==> src/sv/scsp_pkg.sv <==
// ----------------------------------------------------------------------------
// scsp_pkg
// Types and constants shared by the servo command string parser modules.
// ----------------------------------------------------------------------------
package scsp_pkg;

  localparam int SERVO_COUNT = 8;
  localparam int BIAS_IW     = (SERVO_COUNT > 1) ? $clog2(SERVO_COUNT) : 1;

  localparam logic [7:0] CH_HASH  = 8'h23;
  localparam logic [7:0] CH_BANG  = 8'h21;
  localparam logic [7:0] CH_P     = 8'h50;
  localparam logic [7:0] CH_T     = 8'h54;
  localparam logic [7:0] CH_S     = 8'h53;
  localparam logic [7:0] CH_D     = 8'h44;
  localparam logic [7:0] CH_C     = 8'h43;
  localparam logic [7:0] CH_K     = 8'h4B;
  localparam logic [7:0] CH_PLUS  = 8'h2B;
  localparam logic [7:0] CH_MINUS = 8'h2D;
  localparam logic [7:0] CH_NUL   = 8'h00;

  localparam logic signed [31:0] S5_MAX  = 32'sd2000;
  localparam logic signed [31:0] S5_MIN  = 32'sd1200;
  localparam logic signed [31:0] S3_MAX  = 32'sd1700;
  localparam logic signed [31:0] S12_MAX = 32'sd2100;
  localparam logic signed [31:0] S12_MIN = 32'sd900;

  localparam logic signed [10:0] BIAS_MIN = -11'sd100;
  localparam logic signed [10:0] BIAS_MAX = 11'sd100;

  typedef enum logic [1:0] {
    KIND_MOVE = 2'd0,
    KIND_BIAS = 2'd1,
    KIND_STOP = 2'd2
  } kind_t;

  typedef struct packed {
    logic               valid;
    kind_t              kind;
    logic [15:0]        servo;
    logic [15:0]        duration;
    logic signed [7:0]  offset;
  } res_t;

  typedef struct packed {
    logic               en;
    logic [BIAS_IW-1:0] idx;
    logic signed [7:0]  value;
  } bias_wr_t;

endpackage

==> src/sv/scsp_bias_table.sv <==
// ----------------------------------------------------------------------------
// scsp_bias_table
// Per-servo signed bias entries; reads beyond the table return zero.
// ----------------------------------------------------------------------------
module scsp_bias_table (
  input  logic                     clk,
  input  logic                     rst_n,
  input  scsp_pkg::bias_wr_t       wr,
  input  logic [15:0]              rd_servo,
  output logic signed [7:0]        rd_bias
);

  logic signed [7:0] bias_r [scsp_pkg::SERVO_COUNT];

  always_ff @(posedge clk) begin
    if (!rst_n) begin
      for (int k = 0; k < scsp_pkg::SERVO_COUNT; k++) bias_r[k] <= 8'sd0;
    end else if (wr.en) begin
      bias_r[wr.idx] <= wr.value;
    end
  end

  always_comb begin
    if (rd_servo < 16'(scsp_pkg::SERVO_COUNT)) begin
      rd_bias = bias_r[rd_servo[scsp_pkg::BIAS_IW-1:0]];
    end else begin
      rd_bias = 8'sd0;
    end
  end

endmodule

==> src/sv/scsp_pulse_shape.sv <==
// ----------------------------------------------------------------------------
// scsp_pulse_shape
// Clamp the pulse by servo index, add the bias and saturate to 0..65535.
// ----------------------------------------------------------------------------
module scsp_pulse_shape (
  input  logic signed [31:0] pulse_acc,
  input  logic [15:0]        servo,
  input  logic signed [7:0]  bias,
  output logic [15:0]        pulse
);

  logic signed [31:0] clamped;
  logic signed [32:0] biased;

  always_comb begin
    clamped = pulse_acc;
    if (servo == 16'd5) begin
      if (clamped > scsp_pkg::S5_MAX) clamped = scsp_pkg::S5_MAX;
      if (clamped < scsp_pkg::S5_MIN) clamped = scsp_pkg::S5_MIN;
    end
    if (servo == 16'd3) begin
      if (clamped > scsp_pkg::S3_MAX) clamped = scsp_pkg::S3_MAX;
    end
    if (servo == 16'd1 || servo == 16'd2) begin
      if (clamped > scsp_pkg::S12_MAX) clamped = scsp_pkg::S12_MAX;
      if (clamped < scsp_pkg::S12_MIN) clamped = scsp_pkg::S12_MIN;
    end
    biased = {clamped[31], clamped} + {{25{bias[7]}}, bias};
    if (biased < 33'sd0) begin
      pulse = 16'd0;
    end else if (biased > 33'sd65535) begin
      pulse = 16'hFFFF;
    end else begin
      pulse = biased[15:0];
    end
  end

endmodule

==> src/sv/scsp_parser.sv <==
// ----------------------------------------------------------------------------
// scsp_parser
// Frame state machine: move accumulators, fixed-position bias and stop
// frame recognition, and selection of the one result a word may cause.
// ----------------------------------------------------------------------------
module scsp_parser (
  input  logic                      clk,
  input  logic                      rst_n,
  input  logic                      step,
  input  logic [7:0]                ch,
  input  logic                      first_char,
  input  logic                      last_char,
  output scsp_pkg::res_t            res,
  output scsp_pkg::bias_wr_t        bias_wr,
  output logic [15:0]               move_servo,
  output logic signed [31:0]        move_pulse_acc
);

  typedef enum logic [1:0] {
    MODE_IDLE  = 2'd0,
    MODE_INDEX = 2'd1,
    MODE_PULSE = 2'd2,
    MODE_TIME  = 2'd3
  } mode_t;

  mode_t              mode_r, mode_nxt, cur_mode;
  logic [3:0]         pos_r, pos_nxt, cur_pos;
  logic [15:0]        idx_r, idx_nxt, cur_idx;
  logic signed [31:0] pacc_r, pacc_nxt, cur_pacc;
  logic [15:0]        tacc_r, tacc_nxt, cur_tacc;
  logic               pok_r, pok_nxt, cur_pok;
  logic [15:0]        fidx_r, fidx_nxt, cur_fidx;
  logic signed [10:0] fbias_r, fbias_nxt, cur_fbias;
  logic               fib_r, fib_nxt, cur_fib;
  logic [7:0]         sign_r, sign_nxt, cur_sign;
  logic               halted_r, halted_nxt, cur_halted;

  logic               stop_hit, bias_hit, move_hit, bias_ok, emit_move;
  logic signed [36:0] pw, pm;
  logic signed [15:0] bw, bm;
  logic signed [7:0]  bias_val;

  function automatic logic [15:0] acc16(input logic [15:0] acc, input logic [7:0] c);
    acc16 = (acc << 3) + (acc << 1) + {8'd0, c} - 16'd48;
  endfunction

  // a first mark restarts the string before the word is parsed
  assign cur_mode   = first_char ? MODE_IDLE : mode_r;
  assign cur_pos    = first_char ? 4'd0 : pos_r;
  assign cur_idx    = first_char ? 16'd0 : idx_r;
  assign cur_pacc   = first_char ? 32'sd0 : pacc_r;
  assign cur_tacc   = first_char ? 16'd0 : tacc_r;
  assign cur_pok    = first_char ? 1'b1 : pok_r;
  assign cur_fidx   = first_char ? 16'd0 : fidx_r;
  assign cur_fbias  = first_char ? 11'sd0 : fbias_r;
  assign cur_fib    = first_char ? 1'b0 : fib_r;
  assign cur_sign   = first_char ? 8'd0 : sign_r;
  assign cur_halted = first_char ? 1'b0 : halted_r;

  always_comb begin
    pw = {{5{cur_pacc[31]}}, cur_pacc};
    pm = (pw <<< 3) + (pw <<< 1) + $signed({29'd0, ch}) - 37'sd48;
    bw = {{5{cur_fbias[10]}}, cur_fbias};
    bm = (bw <<< 3) + (bw <<< 1) + $signed({8'd0, ch}) - 16'sd48;
    bias_val = (cur_sign == scsp_pkg::CH_PLUS) ? cur_fbias[7:0] : 8'sd0 - cur_fbias[7:0];
  end

  always_comb begin
    mode_nxt   = cur_mode;
    pos_nxt    = cur_pos;
    idx_nxt    = cur_idx;
    pacc_nxt   = cur_pacc;
    tacc_nxt   = cur_tacc;
    pok_nxt    = cur_pok;
    fidx_nxt   = cur_fidx;
    fbias_nxt  = cur_fbias;
    fib_nxt    = cur_fib;
    sign_nxt   = cur_sign;
    halted_nxt = cur_halted;
    stop_hit   = 1'b0;
    bias_hit   = 1'b0;
    move_hit   = 1'b0;
    bias_ok    = 1'b0;
    emit_move  = 1'b0;
    if (!cur_halted) begin
      if (ch == scsp_pkg::CH_NUL) begin
        emit_move  = (cur_mode == MODE_TIME);
        halted_nxt = 1'b1;
      end else begin
        if (cur_pok) begin
          case (cur_pos)
            4'd0: pok_nxt = (ch == scsp_pkg::CH_HASH);
            4'd1, 4'd2, 4'd3: fidx_nxt = acc16(cur_fidx, ch);
            4'd4: pok_nxt = (ch == scsp_pkg::CH_P);
            4'd5: begin
              if (ch == scsp_pkg::CH_S) fib_nxt = 1'b1;
              else if (ch == scsp_pkg::CH_D) fib_nxt = 1'b0;
              else pok_nxt = 1'b0;
            end
            4'd6: pok_nxt = (ch == (cur_fib ? scsp_pkg::CH_C : scsp_pkg::CH_S));
            4'd7: pok_nxt = (ch == (cur_fib ? scsp_pkg::CH_K : scsp_pkg::CH_T));
            4'd8: begin
              if (cur_fib) begin
                sign_nxt = ch;
              end else begin
                stop_hit = (ch == scsp_pkg::CH_BANG);
                pok_nxt  = 1'b0;
              end
            end
            4'd9, 4'd10, 4'd11: begin
              if (bm > 16'sd1023) fbias_nxt = 11'sd1023;
              else if (bm < -16'sd1024) fbias_nxt = -11'sd1024;
              else fbias_nxt = bm[10:0];
            end
            default: begin
              bias_hit = (ch == scsp_pkg::CH_BANG);
              pok_nxt  = 1'b0;
            end
          endcase
        end
        if (stop_hit) begin
          halted_nxt = 1'b1;
        end else begin
          case (cur_mode)
            MODE_INDEX: begin
              if (ch == scsp_pkg::CH_P) begin
                pacc_nxt = 32'sd0;
                mode_nxt = MODE_PULSE;
              end else begin
                idx_nxt = acc16(cur_idx, ch);
              end
            end
            MODE_PULSE: begin
              if (ch == scsp_pkg::CH_T) begin
                tacc_nxt = 16'd0;
                mode_nxt = MODE_TIME;
              end else if (pm > 37'sd2147483647) begin
                pacc_nxt = 32'sh7FFFFFFF;
              end else if (pm < -37'sd2147483648) begin
                pacc_nxt = 32'sh80000000;
              end else begin
                pacc_nxt = pm[31:0];
              end
            end
            MODE_TIME: begin
              if (ch == scsp_pkg::CH_BANG) begin
                move_hit = 1'b1;
                mode_nxt = MODE_IDLE;
              end else begin
                tacc_nxt = acc16(cur_tacc, ch);
              end
            end
            default: begin
              if (ch == scsp_pkg::CH_HASH) begin
                idx_nxt  = 16'd0;
                mode_nxt = MODE_INDEX;
              end else if (ch == scsp_pkg::CH_P) begin
                pacc_nxt = 32'sd0;
                mode_nxt = MODE_PULSE;
              end else if (ch == scsp_pkg::CH_T) begin
                tacc_nxt = 16'd0;
                mode_nxt = MODE_TIME;
              end
            end
          endcase
          bias_ok = bias_hit && cur_fbias >= scsp_pkg::BIAS_MIN &&
                    cur_fbias <= scsp_pkg::BIAS_MAX &&
                    cur_fidx < 16'(scsp_pkg::SERVO_COUNT) &&
                    (cur_sign == scsp_pkg::CH_PLUS || cur_sign == scsp_pkg::CH_MINUS);
          emit_move = !bias_ok && (move_hit || (last_char && mode_nxt == MODE_TIME));
          if (last_char) halted_nxt = 1'b1;
          if (cur_pos != 4'd15) pos_nxt = cur_pos + 4'd1;
        end
      end
    end
  end

  always_comb begin
    res.valid    = stop_hit || bias_ok || emit_move;
    res.kind     = scsp_pkg::KIND_MOVE;
    res.servo    = cur_idx;
    res.duration = tacc_nxt;
    res.offset   = 8'sd0;
    if (stop_hit) begin
      res.kind     = scsp_pkg::KIND_STOP;
      res.servo    = cur_fidx;
      res.duration = 16'd0;
    end else if (bias_ok) begin
      res.kind     = scsp_pkg::KIND_BIAS;
      res.servo    = cur_fidx;
      res.duration = 16'd0;
      res.offset   = bias_val;
    end
    bias_wr.en    = step && bias_ok;
    bias_wr.idx   = cur_fidx[scsp_pkg::BIAS_IW-1:0];
    bias_wr.value = bias_val;
  end

  assign move_servo     = cur_idx;
  assign move_pulse_acc = cur_pacc;

  always_ff @(posedge clk) begin
    if (!rst_n) begin
      mode_r   <= MODE_IDLE;
      pos_r    <= 4'd0;
      idx_r    <= 16'd0;
      pacc_r   <= 32'sd0;
      tacc_r   <= 16'd0;
      pok_r    <= 1'b1;
      fidx_r   <= 16'd0;
      fbias_r  <= 11'sd0;
      fib_r    <= 1'b0;
      sign_r   <= 8'd0;
      halted_r <= 1'b0;
    end else if (step) begin
      mode_r   <= mode_nxt;
      pos_r    <= pos_nxt;
      idx_r    <= idx_nxt;
      pacc_r   <= pacc_nxt;
      tacc_r   <= tacc_nxt;
      pok_r    <= pok_nxt;
      fidx_r   <= fidx_nxt;
      fbias_r  <= fbias_nxt;
      fib_r    <= fib_nxt;
      sign_r   <= sign_nxt;
      halted_r <= halted_nxt;
    end
  end

endmodule

==> src/sv/servo_command_string_parser.sv <==
// ----------------------------------------------------------------------------
// servo_command_string_parser
// Parses servo command strings one byte per word into move, bias set and
// stop results.
//
//   channel  ports                                         payload
//   in       in_valid / in_stall                           ch, first/last mark
//   out      out_valid / out_stall                         kind, servo, pulse,
//                                                          duration, offset
//
// One word per cycle sustained while out_stall is low; a result word passes
// through the input register, then the result register.
// Reset clears parser state, bias table and both valid flags.
// A stalled result holds in the result register; if the input register is
// empty, one more word is taken into it meanwhile, then in_stall rises.
// ----------------------------------------------------------------------------
module servo_command_string_parser (
  input  logic               clk,
  input  logic               rst_n,
  input  logic               in_valid,
  output logic               in_stall,
  input  logic [7:0]         in_ch,
  input  logic               in_first_char,
  input  logic               in_last_char,
  output logic               out_valid,
  input  logic               out_stall,
  output logic [1:0]         out_kind,
  output logic [15:0]        out_servo,
  output logic [15:0]        out_pulse,
  output logic [15:0]        out_duration,
  output logic signed [7:0]  out_offset
);

  logic                 s1_valid_r;
  logic [7:0]           ch_r;
  logic                 first_r;
  logic                 last_r;
  logic                 can_load;
  logic                 step;
  logic                 in_accept;

  scsp_pkg::res_t       res;
  scsp_pkg::bias_wr_t   bias_wr;
  logic [15:0]          move_servo;
  logic signed [31:0]   move_pulse_acc;
  logic signed [7:0]    rd_bias;
  logic [15:0]          shaped_pulse;

  logic                 out_valid_r;
  scsp_pkg::kind_t      out_kind_r;
  logic [15:0]          out_servo_r;
  logic [15:0]          out_pulse_r;
  logic [15:0]          out_duration_r;
  logic signed [7:0]    out_offset_r;

  assign can_load  = !out_valid_r || !out_stall;
  assign step      = s1_valid_r && can_load;
  assign in_stall  = s1_valid_r && !can_load;
  assign in_accept = in_valid && !in_stall;

  always_ff @(posedge clk) begin
    if (!rst_n) begin
      s1_valid_r <= 1'b0;
    end else if (in_accept) begin
      s1_valid_r <= 1'b1;
    end else if (step) begin
      s1_valid_r <= 1'b0;
    end
  end

  always_ff @(posedge clk) begin
    if (in_accept) begin
      ch_r    <= in_ch;
      first_r <= in_first_char;
      last_r  <= in_last_char;
    end
  end

  scsp_parser u_parser (
    .clk            (clk),
    .rst_n          (rst_n),
    .step           (step),
    .ch             (ch_r),
    .first_char     (first_r),
    .last_char      (last_r),
    .res            (res),
    .bias_wr        (bias_wr),
    .move_servo     (move_servo),
    .move_pulse_acc (move_pulse_acc)
  );

  scsp_bias_table u_bias (
    .clk      (clk),
    .rst_n    (rst_n),
    .wr       (bias_wr),
    .rd_servo (move_servo),
    .rd_bias  (rd_bias)
  );

  scsp_pulse_shape u_shape (
    .pulse_acc (move_pulse_acc),
    .servo     (move_servo),
    .bias      (rd_bias),
    .pulse     (shaped_pulse)
  );

  always_ff @(posedge clk) begin
    if (!rst_n) begin
      out_valid_r <= 1'b0;
    end else if (can_load) begin
      out_valid_r <= step && res.valid;
    end
  end

  always_ff @(posedge clk) begin
    if (step && res.valid && can_load) begin
      out_kind_r     <= res.kind;
      out_servo_r    <= res.servo;
      out_pulse_r    <= (res.kind == scsp_pkg::KIND_MOVE) ? shaped_pulse : 16'd0;
      out_duration_r <= res.duration;
      out_offset_r   <= res.offset;
    end
  end

  assign out_valid    = out_valid_r;
  assign out_kind     = out_kind_r;
  assign out_servo    = out_servo_r;
  assign out_pulse    = out_pulse_r;
  assign out_duration = out_duration_r;
  assign out_offset   = out_offset_r;

endmodule

==> config.mk <==
export PLATFORM = sky130hd
export DESIGN_NAME = servo_command_string_parser
export DESIGN_NICKNAME = d
export VERILOG_FILES = /design/src/sv/scsp_pkg.sv /design/src/sv/scsp_bias_table.sv /design/src/sv/scsp_pulse_shape.sv /design/src/sv/scsp_parser.sv /design/src/sv/servo_command_string_parser.sv
export SDC_FILE = /design/constraint.sdc
export NUM_CORES = 1
export LEC_CHECK = 0
export BUFFER_PORTS_ARGS = -buffer_cell sky130_fd_sc_hd__buf_2
export CORE_AREA = 2 2 188 226
export DETAILED_ROUTE_END_ITERATION = 7
export DIE_AREA = 0 0 190 228
export PLACE_DENSITY = 0.74
export REMOVE_ABC_BUFFERS = 1
export SLEW_MARGIN = 20
export SYNTH_ARGS = -nofsm -noshare
export SYNTH_HDL_FRONTEND = slang
export SYNTH_SLANG_ARGS = --single-unit
export TNS_END_PERCENT = 10
==> constraint.sdc <==
create_clock -name clk -period 8.3 [get_ports clk]
set_clock_uncertainty 0.15 [all_clocks]
set_input_delay 1.245 -clock clk [delete_from_list [all_inputs] [get_ports clk]]
set_output_delay 1.245 -clock clk [all_outputs]
set_load 0.03 [all_outputs]
==> impl_metrics.py <==
metrics = {
    "routing": {
        "wire_per_inst_microns": 20.6,
        "via_count": 21400,
        "vias_per_cell": 6.27,
        "drt_iter0_markers": 1895,
        "drt_wl_total_microns": 70400,
        "drc": 0,
        "postRouteAntennaNets": 0,
        "drt-pass1-iter-count": 8,
    },
    "critical_path": {
        "cp_data_required_time_ps": 8640,
        "critPathMaxStageDelay_ps": 570,
        "end_kind": "flip-flop",
        "startpoint": "first_r",
        "reg2reg_setup_slack_ps": 290,
        "arrival_ps": 8340,
        "cpMaxStageDelayCell": "a2111oi_2",
        "regToRegEndpoint": "u_parser.pacc_r[19]",
        "crit_path_end": "u_parser.pacc_r[19]",
        "reg2reg_depth": 29,
        "start_kind": "flip-flop",
        "critical_path.max_fanout": 25,
        "critPathKind": "reg2reg",
        "r2r_start": "first_r",
    },
    "clocking": {
        "clock-sinks": 242,
        "root_buffer": "clkbuf_16",
        "cts_tree": "built",
        "cts_max_path_buffers": 3,
        "insertion_delay_ps": 580,
        "cts_buffers": 27,
        "hold_buffers": 0,
        "path_clk_slew_ps": 60,
        "h-tree-depth": 1,
    },
    "logic_synthesis": {
        "synth_cells": 2774,
        "synth.top_cell.area_share_pct": 17.7,
        "yosysMostFrequentCell": "nor2_1",
        "synth_area_leaders": "edfxtp_1 18%, ha_1 13%, dfxtp_1 9.9%",
        "yosysSeqAreaShare_pct": 27.6,
        "synth-edff-count": 132,
        "yosys_warnings": 0,
        "yosysUniqueCellTypes": 100,
        "netlist_top_cells_count": "320 x nor2_1, 258 x nand2_1, 246 x a21oi_1",
        "ys_ff_latch": 242,
        "synth.largest_area_cell": "edfxtp_1",
        "synth_ff_type": "edfxtp_1",
        "avgSynthCellArea_sq_um": 8.06,
        "syn_area_sq_um": 22300,
        "synthArstFlopShare_pct": 0,
    },
    "cells_and_area": {
        "fillers": 3707,
        "layout.nets": 3120,
        "area_growth_syn_to_layout_pct": 10.2,
        "multi_input_area_sq_um": 15100,
        "fin_area_sq_um": 24600,
        "final_layout_size_suffix_gt1_share_pct": 9.92,
        "regArea_sq_um": 6170,
    },
    "sta": {
        "tns_ps": 0,
        "max-slew-margin-rel_pct": 22.3,
        "finalSetupViolCount": 0,
        "final_max_slew_viol_count": 0,
        "rsz0062_at_grt": "yes",
        "tightest_slew_ps": 1160,
        "max_clock_freq_mhz": 125,
        "timing.final.crit_share_pct": 96.5,
        "hold_viol_final": 0,
        "fin_ws_ps": 294,
        "period_needed_ps": 8010,
    },
    "run_status": {
        "status": "finished clean",
    },
    "die": {
        "core_sq_um": 41300,
        "ios": 74,
        "die_w_microns": 190,
        "die_area_sq_um": 43300,
        "die_h_microns": 228,
        "num_rows": 82,
        "start_util_pct": 54.1,
    },
    "power_and_ir_drop": {
        "sw_frac_of_total_pct": 30.8,
        "p_int_w": 0.00227,
        "pwr-share-clk_pct": 38.9,
        "p_sw_w": 0.00101,
        "pwr-share-seq_pct": 39.8,
        "comb_power_share_pct": 21.4,
        "p_leak_nw": 10.7,
        "powerDensity_nw_per_um2": 133,
        "ir_drop_mv": 0.150,
    },
    "flow_run": {
        "maxCapViolCount": 0,
    },
    "grt": {
        "antenna_found_initial": 1,
        "grt_overflow": 0,
        "grt_max_degree": 64,
        "grt_pass1_vias": 21100,
        "grt_use_total_pct": 31.9,
        "grt_pass1_wl_microns": 111000,
    },
    "placed_design": {
        "place_area_sq_um": 23600,
        "port_buffers": 73,
        "hpwlAfterDp_microns": 53300,
        "place_ws_ps": 51.8,
        "place.gp.congestion": 0.963,
    },
    "min_path": {
        "hp-class": "reg2reg",
    },
}
worst min-delay path by stage:
| stage | from | endpoint | cells after the start |
|---|---|---|---|
| floorplan | u_parser.tacc_r[10] | u_parser.tacc_r[10] | 2 |
| global placement | u_parser.tacc_r[10] | u_parser.tacc_r[10] | 2 |
| detailed placement | u_parser.tacc_r[10] | u_parser.tacc_r[10] | 2 |
| CTS | u_parser.tacc_r[10] | u_parser.tacc_r[10] | 2 |
| global route | u_parser.pacc_r[28] | u_parser.pacc_r[28] | 2 |
| finish | u_parser.tacc_r[10] | u_parser.tacc_r[10] | 2 |
critical path, delay by kind of cell, from the launching register on:
| kind | cells | cell delay [ps] |
|---|---|---|
| xor gates and xnor gates | 1 | 180 |
| AOI/OAI and AO/OA | 15 | 4080 |
| buffers and inverters | 2 | 510 |
| and+or+nand+nor | 8 | 1440 |
| adders and majority gates | 3 | 1080 |
| DFF | 1 | 460 |
stage by stage:
| step | instances | power [W] | hold slack [ps] | utilization (%) |
|---|---|---|---|---|
| floorplan | 2652 | 0.00179 | 300 | - |
| global placement | 3357 | 0.00200 | 311 | 57.0 |
| detailed placement | 3357 | 0.00201 | 325 | 57.0 |
| CTS | 3407 | 0.00327 | 334 | 59.3 |
| global route | 3409 | 0.00341 | 373 | 59.6 |
| finish | 3410 | 0.00328 | 335 | 59.6 |
layout by cell type (no fill, tap or decap), types with 43 or more instances in the layout:
cell type and count:
a21o_1 54, a21oi_1 243, a22oi_1 45, buf_2 73, buf_4 86, dfxtp_1 110, edfxtp_1 132, ha_1 241
inv_1 202, nand2_1 258, nand3_1 60, nor2_1 319, nor2b_1 64, nor3_1 43, o21ai_0 177, xnor2_1 90
kinds of logic (layout without fill, tap and decap cells):
logic type	count (synthesis)	in the layout	synth area share, %
multiplexers	54	54	2.84
AND/OR/NAND/NOR	942	942	19.8
buffers and inverters	326	415	5.66
AO/OA/AOI/OAI	811	811	23.2
flip-flops	242	242	27.6
other	0	1	0
adder cells (fa/ha/maj)	270	270	15.8
XOR/XNOR	129	129	5.06
power groups by stage:
| stage | Combinational (W) | Clock, W | Sequential (W) |
|---|---|---|---|
| final | 0.000701 | 0.00127 | 0.00130 |
| after global routing | 0.000770 | 0.00133 | 0.00131 |
| after CTS | 0.000685 | 0.00128 | 0.00130 |
| after detailed placement | 0.000679 | 0 | 0.00133 |
| after global placement | 0.000668 | 0 | 0.00133 |
| after floorplan | 0.000457 | 0 | 0.00133 |
timing repair:
item,CTS,global route
pin swaps,0,5
gates cloned,0,1
setup endpoints to repair,3,36
buffers inserted,0,1
gates resized for setup,2,24
registers in the layout (all words and copies together), names as in the netlist, 2 cells and up:
register / cells
out_servo: 16
u_bias.bias_r: 64
u_parser.fbias_r: 11
u_parser.tacc_r: 16
out_duration: 16
u_parser.pos_r: 4
u_parser.fidx_r: 16
out_kind: 2
u_parser.sign_r: 8
ch_r: 8
out_offset: 8
u_parser.mode_r: 2
out_pulse: 16
u_parser.pacc_r: 32
u_parser.idx_r: 16
final cells by class:
class                      count  area share, %
multi-input combinational   2206           61.1
sequential                   242           25.0
timing repair buffer         161           4.23
inverter                     204           3.11
clock buffer                  29           2.77
tap                          546           2.77
clock inverter                21          0.965
antenna                        1         0.0102
per-layer routing:
layer | GRT usage, % | part of all wire, %
met1 | 37.3 | 39
met2 | 55.1 | 49
met3 | 3.95 | 6.1
met4 | 20.0 | 6.7
met5 | 0 | 0
(Power assumes the default switching activity.)
